[config.mk]
export PLATFORM = sky130hd
export DESIGN_NAME = qmap_ctrl
export DESIGN_NICKNAME = d
export VERILOG_FILES = /design/src/hdl/qmap_pkg.sv /design/src/hdl/qmap_ctrl.sv
export SDC_FILE = /design/constraint.sdc
export NUM_CORES = 1
export LEC_CHECK = 0
export ABC_AREA = 1
export BUFFER_PORTS_ARGS = -buffer_cell sky130_fd_sc_hd__buf_2
export CAP_MARGIN = 20
export CORE_MARGIN = 2
export CORE_UTILIZATION = 25
export CTS_CLUSTER_DIAMETER = 40
export DETAILED_ROUTE_END_ITERATION = 8
export PLACE_DENSITY = 0.48
export SLEW_MARGIN = 20
export SYNTH_ARGS = -nofsm -noshare
export SYNTH_HDL_FRONTEND = slang
export SYNTH_SLANG_ARGS = --single-unit
[constraint.sdc]
create_clock -name clk -period 4.3 [get_ports clk]
set_input_delay 0.645 -clock clk [delete_from_list [all_inputs] [get_ports clk]]
set_output_delay 0.645 -clock clk [all_outputs]
set_load 0.02 [all_outputs]
[src/hdl/qmap_pkg.sv]
// ----------------------------------------------------------------------------
// qmap_pkg
// Shared types, constants and saturation helpers for the quadratic map
// point generator.
// ----------------------------------------------------------------------------
package qmap_pkg;

  // Number format: signed Q8.24 coordinates and coefficients
  localparam int COORD_W   = 32;
  localparam int FRAC_BITS = 24;
  localparam int PROD_W    = 2 * COORD_W;
  localparam int ACC_W     = COORD_W + 3;   // six terms summed exactly
  localparam int NUM_COEF  = 6;

  // Configuration port
  localparam int CFG_W    = 64;
  localparam int ADDR_W   = 6;
  localparam int IDX_LSB  = 3;
  localparam int IDX_W    = 3;
  localparam int RUN_W    = 21;
  localparam logic [RUN_W-1:0] RUN_RESET = RUN_W'(1024);

  localparam logic signed [COORD_W-1:0] COORD_MIN = {1'b1, {(COORD_W-1){1'b0}}};
  localparam logic signed [COORD_W-1:0] COORD_MAX = {1'b0, {(COORD_W-1){1'b1}}};

  // Request codes
  localparam logic REQ_SEED = 1'b0;
  localparam logic REQ_STEP = 1'b1;

  // Register map
  typedef enum logic [IDX_W-1:0] {
    REG_COEF_A,
    REG_COEF_B,
    REG_COEF_C,
    REG_COEF_D,
    REG_COEF_E,
    REG_COEF_F,
    REG_RUN_LENGTH
  } reg_idx_t;

  typedef struct packed {
    logic [NUM_COEF-1:0][COORD_W-1:0] cx;   // x map: const, x, xx, xy, yy, y
    logic [NUM_COEF-1:0][COORD_W-1:0] cy;   // y map, same order
    logic [RUN_W-1:0]                 run_length;
  } qmap_cfg_t;

  // Multiplier schedule
  typedef enum logic [2:0] {
    MUL_NONE,
    MUL_SQ_A,    // x*x and x*y
    MUL_SQ_B,    // y*y
    MUL_T1,      // weight * x
    MUL_T2,      // weight * xx
    MUL_T3,      // weight * xy
    MUL_T4,      // weight * yy
    MUL_T5       // weight * y
  } mul_op_t;

  typedef enum logic [1:0] {
    ST_IDLE,
    ST_CALC,
    ST_COMMIT
  } ctrl_state_t;

  typedef struct packed {
    logic    seed;
    logic    acc_init;
    mul_op_t mul_op;
    logic    commit;
    logic    last;
  } qmap_cmd_t;

  typedef struct packed {
    logic signed [COORD_W-1:0] value;
    logic                      clip;
  } sat_t;

  // Product >> FRAC_BITS (floor), clipped to COORD_W signed bits
  function automatic sat_t sat_prod(input logic signed [PROD_W-1:0] p);
    sat_t r;
    logic [PROD_W-FRAC_BITS-COORD_W:0] hi;
    hi     = p[PROD_W-1:FRAC_BITS+COORD_W-1];
    r.clip = !((&hi) || !(|hi));
    if (r.clip) begin
      r.value = p[PROD_W-1] ? COORD_MIN : COORD_MAX;
    end else begin
      r.value = p[FRAC_BITS+COORD_W-1:FRAC_BITS];
    end
    return r;
  endfunction

  // Accumulated sum clipped to COORD_W signed bits
  function automatic sat_t sat_sum(input logic signed [ACC_W-1:0] a);
    sat_t r;
    logic [ACC_W-COORD_W:0] hi;
    hi     = a[ACC_W-1:COORD_W-1];
    r.clip = !((&hi) || !(|hi));
    if (r.clip) begin
      r.value = a[ACC_W-1] ? COORD_MIN : COORD_MAX;
    end else begin
      r.value = a[COORD_W-1:0];
    end
    return r;
  endfunction

  function automatic logic signed [ACC_W-1:0] ext_acc(input logic [COORD_W-1:0] v);
    return {{(ACC_W-COORD_W){v[COORD_W-1]}}, v};
  endfunction

endpackage

[src/hdl/qmap_ctrl.sv]
// ----------------------------------------------------------------------------
// qmap_ctrl
// Sequencer: accepts requests, steps the multiplier schedule, tracks the run
// and owns the output valid.
// ----------------------------------------------------------------------------
module qmap_ctrl (
  input  logic                        clk,
  input  logic                        rst,
  input  logic                        req_valid,
  input  logic                        req_type,
  output logic                        req_ready,
  output logic                        pnt_valid,
  input  logic                        pnt_ready,
  input  logic [qmap_pkg::RUN_W-1:0]  run_length,
  output qmap_pkg::qmap_cmd_t         cmd
);

  qmap_pkg::ctrl_state_t      state, state_next;
  logic [2:0]                 cnt;
  logic [qmap_pkg::RUN_W-1:0] points_done, pd_inc;
  logic                       running;

  assign pd_inc = points_done + 1'b1;

  // State register and run bookkeeping
  always_ff @(posedge clk) begin
    if (rst) begin
      state       <= qmap_pkg::ST_IDLE;
      cnt         <= '0;
      points_done <= '0;
      running     <= 1'b0;
      pnt_valid   <= 1'b0;
    end else begin
      state <= state_next;
      cnt   <= (state == qmap_pkg::ST_CALC) ? cnt + 1'b1 : '0;
      if (cmd.seed) begin
        points_done <= '0;
        running     <= 1'b1;
      end else if (cmd.commit) begin
        points_done <= pd_inc;
        if (cmd.last) running <= 1'b0;
      end
      if (cmd.commit) begin
        pnt_valid <= 1'b1;
      end else if (pnt_ready) begin
        pnt_valid <= 1'b0;
      end
    end
  end

  // Next state and commands
  always_comb begin
    state_next   = state;
    cmd          = '0;
    cmd.mul_op   = qmap_pkg::MUL_NONE;
    cmd.last     = (pd_inc == '0) || (pd_inc >= run_length);
    req_ready    = (state == qmap_pkg::ST_IDLE);
    case (state)
      qmap_pkg::ST_IDLE: begin
        if (req_valid) begin
          if (req_type == qmap_pkg::REQ_SEED) begin
            cmd.seed = 1'b1;
          end else if (running) begin
            cmd.acc_init = 1'b1;
            state_next   = qmap_pkg::ST_CALC;
          end
        end
      end
      qmap_pkg::ST_CALC: begin
        // squares first, then one weighted term per cycle, last slot drains
        case (cnt)
          3'd0:    cmd.mul_op = qmap_pkg::MUL_SQ_A;
          3'd1:    cmd.mul_op = qmap_pkg::MUL_SQ_B;
          3'd2:    cmd.mul_op = qmap_pkg::MUL_T1;
          3'd3:    cmd.mul_op = qmap_pkg::MUL_T2;
          3'd4:    cmd.mul_op = qmap_pkg::MUL_T3;
          3'd5:    cmd.mul_op = qmap_pkg::MUL_T4;
          3'd6:    cmd.mul_op = qmap_pkg::MUL_T5;
          default: cmd.mul_op = qmap_pkg::MUL_NONE;
        endcase
        if (cnt == 3'd7) state_next = qmap_pkg::ST_COMMIT;
      end
      qmap_pkg::ST_COMMIT: begin
        // wait for the output register to be free
        if (!pnt_valid || pnt_ready) begin
          cmd.commit = 1'b1;
          state_next = qmap_pkg::ST_IDLE;
        end
      end
      default: state_next = qmap_pkg::ST_IDLE;
    endcase
  end

endmodule

==> metrics.cfg <==
[run_status]
status=finished clean

[detailed_routing]
wl_mm=6.01
top_layer=met4
via_count=2342
wl_met2_mm=2.74
via_per_inst=4.52
drt_pre_antenna_iters=4
drtIter0Drc=87
routed-wl-met3_um=229
drt-met1-wl_mm=2.99
wl_per_cell_um=11.6
ant_nets=0
drcViolationCount=0

[sta]
period_minus_slack_ps=3670
fmax_mhz=272
hold_violations=0
finalCritPeriodShare_pct=85.4
hold_slack_ps=482
setup_ws_ps=627
rsz0062_at_grt=false
clock_skew_ps=4.92
slew-limit-headroom_pct=54.8
tightestPinTransition_ps=675
final_max_slew_viol_count=0
setup_viol_count_final=0
fin_tns_setup_ps=0

[final_layout]
antenna_cells=0
nets=461
final_util_pct=29.4
num-fill-cells=1027
drive_gt1_share_pct=13.8
area_growth_pct=15.7
seq_area_um2=561
multiInputGateArea_um2=1440
final_area_um2=2690

[setup_path]
critPathTopFamily=simple AND/OR/NAND/NOR gates
critPathCaptureType=output port
r2r_end=running
worstPathCellList=ha_1 -> nand2_1 -> nor2_4 -> nand3_2 -> nor2_4 -> nand2_1 -> nand2_1 -> nand2_2 -> ha_1 -> nand2_1 -> nor2_1 -> nand2_1 -> inv_1 -> nand2_1 -> nor3_1 -> nand2_1 -> nand3_1 -> nor2_1 -> nand2_2 -> buf_2
crit_top_cell=nand2_1
slowest_stage=dfxtp_1
critPathMaxStageDelay_ps=420
startpoint=points_done[0]
reg2reg_from=points_done[0]
worstSetupStartpointType=register
arrival_ps=3030
critPathRequiredTime_ps=3650
path_buf_inv=2
path_max_fanout=7
reg2reg_depth=22
critPathKind=reg -> out
reg2reg_setup_slack_ps=1440

[die]
die-area_um2=10100
rows=35
die_y_um=100
initial_core_util_pct=25.4
ios=35
coreArea_um2=9150
die_w_um=100

[worst_hold_path]
min_path_type=reg -> reg
min_from=running
holdPathStages=2
min_to=running

[synthesis]
postSynthCellCount=373
yosys-top-cells-area=dfxtp_1 (24%), ha_1 (15%), inv_1 (13%), nand2_1 (13%), a21oi_1 (6.7%)
async_reset_ff_share_pct=0
synth_top_area_share_pct=24.1
ys_seq_elements=28
yosysSeqAreaShare_pct=24.1
synth_fp_nets=426
yosysTopAreaCell=dfxtp_1
avgSynthCellArea_um2=6.24
yosysUniqueCellTypes=27
netlist_area_um2=2330
synth-edff-count=0
ys.flop_type=dfxtp_1
yosysWarnings=0

[place]
gp_congestion=0.857
dp_slack_ps=891
io_buffers=34
dp_hpwl_mm=4.94
detailed_place.area_um2=2620

[clock_network]
numCtsBuffers=3
cts.path.max_buffers=2
cts_tree=built
clkLatencyLatePin_ps=280
cts_resized=0
cts_hold_buf=0
clkSinkCount=28
cts_root_buf=clkbuf_8
post_cts_buffers=0
cts_max_level=1
clkSlewWorstSetupHoldPaths_ps=110

[global_routing]
antenna_found_initial=0
grt_pass1_vias=2177
grt_max_degree=26
grt_pass1_wl_mm=10.2
grt.overflow.total=0
grtUsageTotal_pct=12.5

[power]
power.density_nw_per_um2=194
power.leakage_uw=0.00147
peakVddDrop_mv=0.120

[job]
maxCapViolations=0

## synthesized netlist by cell type, types with 2 or more instances
cell type,number
nand2_1,79
nor2_2,4
nand4_1,9
ha_1,27
nor2_4,3
nor2_1,40
inv_1,82
clkbuf_1,4
a21oi_1,31
dfxtp_1,28
o21ai_1,2
nor3_1,4
nand2_2,5
o21a_1,2
o21ai_0,25
a31oi_1,2
o21bai_1,2
nand3_2,2
nand3_1,14
## through the flow
step | total power (uW) | instances
after CTS | 531 | 518
after detailed placement | 311 | 514
final | 522 | 518
after global routing | 546 | 518
after floorplan | 290 | 373
after global placement | 310 | 514
## cells by family (layout without fill, tap and decap cells)
kind of cell | after synthesis | count (layout) | share of synthesized area (%)
compound gates | 67 | 67 | 15.3
simple gates | 162 | 162 | 30.8
xor+xnor | 2 | 2 | 1.08
flops | 28 | 28 | 24.1
fa+ha+maj | 27 | 27 | 14.5
buf+inv | 87 | 121 | 14.2
## worst register-to-register path: stages, from the launching register on
cell and delay [ps]:
dfxtp_1 420, ha_1 190, nand2_1 100, nor2_4 180, nand3_2 150, nor2_4 120, nand2_1 50, nand2_1 90
nand2_2 60, ha_1 290, nand2_1 80, nor2_1 150, nand2_1 110, inv_1 80, nand2_1 50, nor3_1 120
nand2_1 80, nand3_1 100, nor2_1 60, nand2_2 80, nand2_1 50, nand2_1 90, a21oi_2 50
## flip-flops by register name (all words and copies together) (netlist names)
name,cells
points_done,21
cnt,3
state,2
pnt_valid,1
running,1
## power breakdown
group / internal [uW] / total [uW] / leakage (uW) / switching [uW]
Sequential: 260 / 261 / 0.000226 / 0.830
Clock: 125 / 218 / 0.0000357 / 93.2
Combinational: 17.6 / 42.3 / 0.00121 / 24.7
## cell type report
cell class | count | area share [%]
flip-flops and latches | 28 | 20.8
multi-input cells | 258 | 53.3
well taps | 111 | 5.16
clock inverters | 1 | 1.12
clock buffers | 3 | 1.53
repair buffers | 35 | 6.60
inverters | 82 | 11.4
## per-layer routing
metal | vias up | GRT usage (%)
met1 | 1043 | 16.7
met3 | 5 | 2.22
met4 | 0 | 2.11
met5 | - | 0
met2 | 47 | 21.2
li1 | 1247 | -
## placed cells by master, fill, tap and decap left out, types with 4 or more instances in the layout
cell	instances
a21oi_1	31
buf_2	34
dfxtp_1	28
ha_1	27
inv_1	82
nand2_1	79
nand2_2	5
nand3_1	14
nand4_1	9
nor2_1	40
nor2_2	4
nor3_1	4
o21ai_0	25
## worst max-delay path by stage
| stage | endpoint | slack, ps | cells past startpoint |
|---|---|---|---|
| 6_report | cmd[0] | 630 | 20 |
| 2_1_floorplan | cmd[0] | 1420 | 19 |
| 4_1_cts | cmd[0] | 570 | 20 |
| 3_3_place_gp | cmd[0] | 900 | 20 |
| 3_5_place_dp | cmd[0] | 890 | 20 |
| 5_1_grt | cmd[0] | 270 | 20 |
Power figures use the tool's default switching activity.
